[src/hdl/llt_pkg.sv]
package llt_pkg;

	// field widths and fixed-point positions
	localparam int M_W     = 24;   // magnetization, Q1.22
	localparam int F_W     = 32;   // field, drift vector and current, Q16.16
	localparam int CFG_W   = 16;   // widest register, alpha and beta in Q0.16
	localparam int MODE_W  = 2;
	localparam int IDX_W   = 2;
	localparam int OUT_W   = 48;
	localparam int FRAC_M  = 22;
	localparam int FRAC_F  = 16;

	// derived widths of the intermediate values
	localparam int P_W     = M_W + F_W + 1 - FRAC_M;    // m x h, m x u
	localparam int D_W     = M_W + P_W + 1 - FRAC_M;    // m x (m x h), m x (m x u)
	localparam int K1_W    = CFG_W + 1;                 // beta - alpha, signed
	localparam int K2_W    = CFG_W + 2;                 // 1 + alpha*beta, unsigned
	localparam int DPR_W   = CFG_W + 1 + D_W;
	localparam int DAMP_W  = DPR_W - FRAC_F;
	localparam int T1PR_W  = K1_W + P_W;
	localparam int T1_W    = T1PR_W - FRAC_F;
	localparam int T2PR_W  = K2_W + 1 + D_W;
	localparam int T2_W    = T2PR_W - FRAC_F;
	localparam int BASE_W  = DAMP_W + 2;
	localparam int S_W     = T2_W + 1;
	localparam int ABS_W   = S_W - 1;
	localparam int SPLIT_W = 32;
	localparam int HI_W    = ABS_W - SPLIT_W;
	localparam int LO_W    = SPLIT_W + F_W;
	localparam int HIP_W   = HI_W + F_W;
	localparam int MAG_W   = HIP_W + FRAC_F + 1;
	localparam int SUM_W   = MAG_W + 2;

	localparam int NSTAGE  = 10;

	localparam int HALF_F  = 1 << (FRAC_F - 1);
	localparam int ONE_F   = 1 << FRAC_F;

	localparam logic [MODE_W-1:0] MODE_DAMP    = 2'd0;
	localparam logic [MODE_W-1:0] MODE_CLASSIC = 2'd1;
	localparam logic [MODE_W-1:0] MODE_STT     = 2'd2;

	localparam logic [IDX_W-1:0] REG_MODE         = 2'd0;
	localparam logic [IDX_W-1:0] REG_DAMPING      = 2'd1;
	localparam logic [IDX_W-1:0] REG_NONADIABATIC = 2'd2;

	localparam logic [OUT_W-1:0] OUT_MAX = {1'b0, {(OUT_W-1){1'b1}}};
	localparam logic [OUT_W-1:0] OUT_MIN = {1'b1, {(OUT_W-1){1'b0}}};

	typedef struct packed {
		logic [MODE_W-1:0] mode;
		logic [CFG_W-1:0]  alpha;
		logic [K1_W-1:0]   k1;
		logic [K2_W-1:0]   k2;
	} coef_t;

endpackage

[src/hdl/llt_coef.sv]
module llt_coef (
	input  logic                           clk,
	input  logic                           arst_n,
	input  logic                           cfg_wr_en,
	input  logic [llt_pkg::IDX_W-1:0]      cfg_index,
	input  logic [llt_pkg::CFG_W-1:0]      cfg_data,
	output llt_pkg::coef_t                 coef
);

	localparam int AB_W  = 2 * llt_pkg::CFG_W;
	localparam int ABR_W = AB_W + 1;

	logic [llt_pkg::MODE_W-1:0] mode_q;
	logic [llt_pkg::CFG_W-1:0]  alpha_q;
	logic [llt_pkg::CFG_W-1:0]  beta_q;
	logic [llt_pkg::K1_W-1:0]   k1_q;
	logic [llt_pkg::K2_W-1:0]   k2_q;
	logic [AB_W-1:0]            ab;
	logic [ABR_W-1:0]           ab_rnd;

	always_ff @(posedge clk or negedge arst_n) begin
		if (!arst_n) begin
			mode_q  <= llt_pkg::MODE_CLASSIC;
			alpha_q <= '0;
			beta_q  <= '0;
		end else if (cfg_wr_en) begin
			unique case (cfg_index)
				llt_pkg::REG_MODE:         mode_q  <= cfg_data[llt_pkg::MODE_W-1:0];
				llt_pkg::REG_DAMPING:      alpha_q <= cfg_data;
				llt_pkg::REG_NONADIABATIC: beta_q  <= cfg_data;
				default: ;
			endcase
		end
	end

	// alpha*beta rounded to Q.16
	assign ab     = alpha_q * beta_q;
	assign ab_rnd = {1'b0, ab} + ABR_W'(llt_pkg::HALF_F);

	always_ff @(posedge clk or negedge arst_n) begin
		if (!arst_n) begin
			k1_q <= '0;
			k2_q <= llt_pkg::K2_W'(llt_pkg::ONE_F);
		end else begin
			k1_q <= llt_pkg::K1_W'(beta_q) - llt_pkg::K1_W'(alpha_q);
			k2_q <= llt_pkg::K2_W'(llt_pkg::ONE_F)
			      + llt_pkg::K2_W'(ab_rnd[ABR_W-1:llt_pkg::FRAC_F]);
		end
	end

	assign coef.mode  = mode_q;
	assign coef.alpha = alpha_q;
	assign coef.k1    = k1_q;
	assign coef.k2    = k2_q;

endmodule

[config.mk]
export PLATFORM = sky130hd
export DESIGN_NAME = llt_coef
export DESIGN_NICKNAME = d
export VERILOG_FILES = /design/src/hdl/llt_pkg.sv /design/src/hdl/llt_coef.sv
export SDC_FILE = /design/constraint.sdc
export NUM_CORES = 1
export LEC_CHECK = 0
export BUFFER_PORTS_ARGS = -buffer_cell sky130_fd_sc_hd__buf_2
export CAP_MARGIN = 20
export CORE_MARGIN = 2
export CORE_UTILIZATION = 25
export DETAILED_ROUTE_END_ITERATION = 10
export SYNTH_ARGS = -nofsm -noshare
export SYNTH_HDL_FRONTEND = slang
export SYNTH_SLANG_ARGS = --single-unit
[constraint.sdc]
create_clock -name clk -period 8 [get_ports clk]
set_clock_uncertainty 0.05 [all_clocks]
set_input_delay 1.2 -clock clk [delete_from_list [all_inputs] [get_ports clk]]
set_output_delay 1.2 -clock clk [all_outputs]
set_load 0.03 [all_outputs]
==> reports/summary.txt, run 1 <==
Routed len/inst = 15.6 um
Post-synth EDFFs = 0
Root Buffer = clkbuf_16
Top cell by count, worst path = fa_1
H-tree depth = 3
First-pass GRT wire length = 46600 um
Syn Inst Count = 1179
Synth Warn # = 0
GRT Total Usage = 0.125
Site Rows = 78
Layer with the highest usage = met2
Core footprint = 0.0452 mm2
Final setup vio count = 0
Most frequent cells in the layout = inv_1, fa_1, ha_1
CTS sink cnt = 69
Clock transition at the registers of the reported paths = 0.07 ns
Vias/cell = 4.47
Crit-path slowest cell = dfrtp_1
Peak per-stage delay on the critical path = 0.86 ns
Final WS setup = 1.48 ns
Grt met2 use = 0.237
Status = finished clean
RSZ-0062 raised after global routing = no
Cts hold-fix bufs = 0
Max-Cap Viols = 0
Critical Path Start Type = register
Fin nets = 1588
Grt total ovfl = 0
Vias = 8172
Reg-to-reg slack, setup = 1.48 ns
Met3 GRT Util = 0.0185
Antenna Cells = 0
Synthesis-to-layout area growth = 11.3%
Die ar. = 0.0474 mm2
Hold Path Stages = 1
Setup TNS = 0 ns
Top FF cell, synth = dfrtp_1
CTS tree = done
Hold EP = mode_q[1]
Syn_area_per_cell = 9.69 um2
Post-detail-place hpwl = 22600 um
Worst r2r src = alpha_q[10]
Worst-path maximum fanout = 18
Boundary Pins = 74
RR Endpoint = k2_q[17]
Worst Setup End Kind = register
Number of distinct library cells after synthesis = 54
Maximum clock rate = 153 MHz
Relative slew slack = 0.275
Fraction of layout cells with a size suffix above 1 = 0.107
Tmin final = 6.52 ns
Final ANT Viol Nets = 0
Crit-path cells = nand2_1 > fa_1 > fa_1 > fa_1 > inv_1 > fa_1 > fa_1 > inv_1 > fa_1 > inv_1 > ha_1 > nand3_1 > nor3_1 > nand3_1 > a31oi_1 > o41ai_2 > o31a_2 > xnor2_1
Met1 track demand over resource = 0.147
R2R depth = 18
Period utilisation layout = 0.815
Slew Viols, Final = 0
CP required = 8.18 ns
Clk buf depth = 2
Inserted Clock Buffers = 9
FF+latch count, synth = 69
Worst Hold Class = reg2reg
PortBufs = 73
Seq/Total Area, Yosys = 0.151
Place WS = 1.50 ns
Fillers = 4731
Final Hold Fails = 0
Post-Synthesis Cell Area = 0.0114 mm2
# Post-CTS Setup Buffers = 0
Post-CTS Resized = 0
Vias in the first global route = 8896
Drt pass-1 iters = 6
GPL Wtd Cong = 0.847
Critical path type = reg2reg
Fraction of registers with async set/reset = 1.00
Hold Startpoint = mode_q[1]
Net count after synthesis = 1543
Die Ht = 218 um
Die X = 218 um
DR DRC count = 0
Initial Utilization = 0.253
DRT iter0 DRCs = 466
Most common cell after layout, fill and taps aside = inv_1
Largest net degree at the start of global routing = 70
Clock latency on the worst-skew pair = 0.36 ns
Worst endpoint data arrival time = 6.71 ns
DRT Wirelength = 28500 um
Worst-margin pin slew = 1.08 ns
Initial antenna violation count = 0
-- worst max-delay path: cells and delay by family, from the launching register on --
kind	cells	cell delay [ns]
flip-flops	1	0.86
XOR/XNOR	1	0.14
AND/OR/NAND/NOR	4	0.77
adder cells (fa/ha/maj)	7	3.40
buffers and inverters	3	0.17
AO/OA/AOI/OAI	3	1.00
-- how the worst max path moves through the flow --
stage	start	endpoint	slack (ns)
after floorplan	alpha_q[15]	k2_q[11]	2.08
after global routing	alpha_q[10]	k2_q[17]	1.13
after detailed placement	alpha_q[10]	k2_q[17]	1.50
after global placement	alpha_q[10]	k2_q[16]	1.76
after CTS	alpha_q[10]	k2_q[17]	1.46
final	alpha_q[10]	k2_q[17]	1.48
-- cells by family (layout without fill, tap and decap cells) --
| logic type | Yosys count | in the layout | share of synthesized area |
|---|---|---|---|
| AND/OR/NAND/NOR | 325 | 325 | 0.139 |
| AO/OA/AOI/OAI | 94 | 94 | 0.0569 |
| XOR/XNOR | 27 | 27 | 0.0207 |
| multiplexers | 34 | 34 | 0.0335 |
| flip-flops | 69 | 69 | 0.151 |
| buffers and inverters | 287 | 337 | 0.0949 |
| adder cells (fa/ha/maj) | 343 | 343 | 0.504 |
-- area by class of cell --
type / instances / area [um2] / area share
clock buffers: 10 / 239 / 0.0188
multi-input cells: 823 / 8610 / 0.677
clock inverters: 6 / 86.3 / 0.00679
flip-flops and latches: 69 / 1730 / 0.136
repair buffers: 73 / 368 / 0.0289
inverters: 248 / 931 / 0.0732
well taps: 600 / 751 / 0.0591
-- flip-flops by register name (all words and copies together), names as in the netlist --
name and flops:
mode_q 2, alpha_q 16, k1_q 17, k2_q 18
beta_q 16
-- stage by stage --
step | hold slack, ns | util | cells | area (um2)
after floorplan | 0.476 | - | 1179 | 11400
after global placement | 0.438 | 0.274 | 1813 | 12400
after detailed placement | 0.451 | 0.274 | 1813 | 12400
after CTS | 0.465 | 0.281 | 1829 | 12700
after global routing | 0.481 | 0.281 | 1829 | 12700
final | 0.464 | 0.281 | 1829 | 12700
-- routing by layer --
| metal | wire length, um | part of all wire |
|---|---|---|
| met3 | 1190 | 0.042 |
| met2 | 15600 | 0.55 |
| met1 | 11200 | 0.39 |
| met5 | 0 | 0 |
| met4 | 581 | 0.020 |
-- synth_stat cells, types with 6 or more instances --
master    count  share of area
o21a_1        9         0.0059
inv_1       248          0.082
or3_1         7         0.0038
a21oi_1      20         0.0088
nand4_1       9         0.0049
nor2b_1       6         0.0033
xnor2_1      15          0.012
o21ai_0      17         0.0074
nand2_1     137          0.045
fa_1        195           0.34
nand3_1       8         0.0035
mux2_2       34          0.034
xor2_1       12         0.0092
clkbuf_1     33          0.011
nor3_1       10         0.0044
a21o_1       13         0.0085
and2_1      101          0.055
dfrtp_1      67           0.15
nor2_1       36          0.012
ha_1        148           0.16
Power of run 1 is not shown: default switching activity piles up to over one toggle a cycle in this logic, so the estimate is an artifact.
==> run 2: changes to the inputs <==
Clock period 8 ns to 5.3 ns, I/O delays scaled along.
==> run 2 against run 1 <==
Against the previous run:
- the run now ends with setup timing left
- fmax rose by 15%
- core utilization rose by 3.8 points
- highest routed layer unchanged
- first-iteration DRC count fell by 26%
- register-to-register slack got worse by 1.9 ns
==> reports/summary.txt, run 2 (synthesis gave the netlist of run 1 again) <==
Largest register by flop count = k2_q
Crit-path cells = buf_6 > and2_4 > fa_1 > inv_1 > fa_2 > fa_1 > inv_2 > fa_1 > fa_1 > inv_1 > fa_1 > inv_2 > ha_4 > and2_4 > a311o_1 > o21ai_2 > a31oi_4 > buf_6 > o22a_4 > and3b_1 > a2bb2oi_1
Slew Viols, Final = 0 (unchanged)
Boundary Pins = 74 (unchanged)
Max FFs per register = 18 (unchanged)
Worst endpoint data arrival time = 5.85 ns (-0.86 ns)
Maximum clock rate = 176 MHz (+15%)
PortBufs = 73 (unchanged)
Relative slew slack = 0.336 (+0.0613)
Fin nets = 1740 (+9.6%)
Final core utilization = 0.319 (+0.0378)
Placed Cells = 1942 (+7.1%)
Root Buffer = clkbuf_16
Vias = 8696 (+6.4%)
Worst-path maximum fanout = 8 (-10)
GPL Wtd Cong = 0.852 (+0.70%)
Initial Utilization = 0.253 (unchanged)
Clock transition at the registers of the reported paths = 0.06 ns (about the same)
Drt pass-1 iters = 5 (-1)
CTS tree = done
Synthesis-to-layout area growth = 26.3%
Status = finished with violations
Worst Setup End Kind = register
Area occupied by multi-input gates = 0.00901 mm2 (+4.7%)
Worst r2r src = alpha_q[8]
Most frequent cells in the layout = inv_1, fa_1, nand2_1, ha_1, buf_4
Failing checks = setup timing
Grt total ovfl = 0 (unchanged)
Top cell by count, worst path = fa_1
Die Ht = 218 um (unchanged)
Largest regs = k2_q: 18 flops, k1_q: 17 flops
CTS sink cnt = 69 (unchanged)
Final WS setup = -0.375 ns (-1.85 ns)
Setup TNS = -4.58 ns (-4.58 ns)
Area after DPL = 0.0135 mm2 (+9.1%)
Final ANT Viol Nets = 0 (unchanged)
Clock latency on the worst-skew pair = 0.36 ns (about the same)
Tmin final = 5.67 ns (-0.848 ns)
Final Hold Fails = 0 (unchanged)
Critical Path Start Type = register
DRT iter0 DRCs = 345 (-26%)
Worst Hold Class = reg2reg
Initial antenna violation count = 0 (unchanged)
Post-route insts no fill = 1981 (+8.3%)
Vias in the first global route = 9352 (+5.1%)
Peak per-stage delay on the critical path = 0.54 ns (-0.32 ns)
DR DRC count = 0 (unchanged)
Clk buf depth = 2 (unchanged)
Final setup vio count = 17 (+17)
Period utilisation layout = 1.07 (+0.255)
RSZ-0062 raised after global routing = yes
Non-Filler Cell Area, Final = 0.0144 mm2 (+13%)
Die ar. = 0.0474 mm2 (unchanged)
Cts hold-fix bufs = 0 (unchanged)
First-pass GRT wire length = 48300 um (+3.7%)
CP required = 5.48 ns (-2.70 ns)
Crit path launch = alpha_q[8]
Sequential Area = 0.00176 mm2 (+1.7%)
Inserted Clock Buffers = 9 (unchanged)
Fraction of layout cells with a size suffix above 1 = 0.269 (+0.161)
DRT Wirelength = 30200 um (+6.0%)
Max-Cap Viols = 0 (unchanged)
Hold Startpoint = mode_q[1]
Most common cell after layout, fill and taps aside = inv_1
H-tree depth = 3 (unchanged)
Fillers = 4622 (-2.3%)
Antenna Cells = 0 (unchanged)
Critical path type = reg2reg
GRT Total Usage = 0.130 (+0.00442)
Die X = 218 um (unchanged)
Largest net degree at the start of global routing = 70 (unchanged)
Vias/cell = 4.39 (-1.8%)
Post-detail-place hpwl = 25200 um (+12%)
Core footprint = 0.0452 mm2 (unchanged)
Worst-margin pin slew = 0.993 ns (-0.0917 ns)
Crit-path slowest cell = fa_1
Site Rows = 78 (unchanged)
Routed len/inst = 15.3 um (-2.1%)
run 2: changes by cell type in the layout (fill, tap and decap cells not counted), sizes merged:
cell,change
clkbuf,-1
buf,+152
bufinv,+1
run 2: timing repair:
item,4_1_cts,5_1_grt
gates resized for setup,62,26
pin swaps,33,14
buffers inserted,13,10
setup endpoints to repair,18,18
endpoints found under the hold margin,0,0
run 2: per-layer routing:
metal  wire length [um]  vias to the layer above  track usage
met1              12700                     4501        0.161
met4                534                        0       0.0288
met3                902                       32       0.0155
met5                  0                        -            0
li1                   -                     4020            -
met2              16100                      143        0.240
run 2: worst max-delay path: cells and delay by family, from the launching register on:
family / cells / cell delay (ns)
adders and majority gates: 7 / 3.16
AOI/OAI and AO/OA: 5 / 0.99
buffers and inverters: 6 / 0.47
and+or+nand+nor: 3 / 0.44
DFF: 1 / 0.42
run 2: through the flow:
step                worst slack (ns)  hold WS [ns]
floorplan                     -0.310         0.449
global placement              -0.436         0.439
detailed placement            -0.483         0.448
CTS                           -0.345         0.461
global route                  -0.554         0.485
finish                        -0.375         0.457
run 2: cell type report:
cell class | count | share of cell area
Multi-Input combinational cell | 823 | 0.625
Sequential cell | 69 | 0.122
Timing Repair Buffer | 225 | 0.112
Inverter | 248 | 0.0645
Tap cell | 600 | 0.0521
Clock buffer | 9 | 0.0156
Clock inverter | 7 | 0.00859
run 2: worst paths after layout:
kind	slack [ns]	cells after the start	to
min in group asynchronous	0.53	1	beta_q[11]
min reg2reg	0.46	1	mode_q[1]
min	0.46	1	mode_q[1]
max reg2reg	-0.37	21	k2_q[11]
max in group asynchronous	3.99	1	alpha_q[2]
max	-0.37	21	k2_q[11]
Power of run 2 is left out for the same reason.
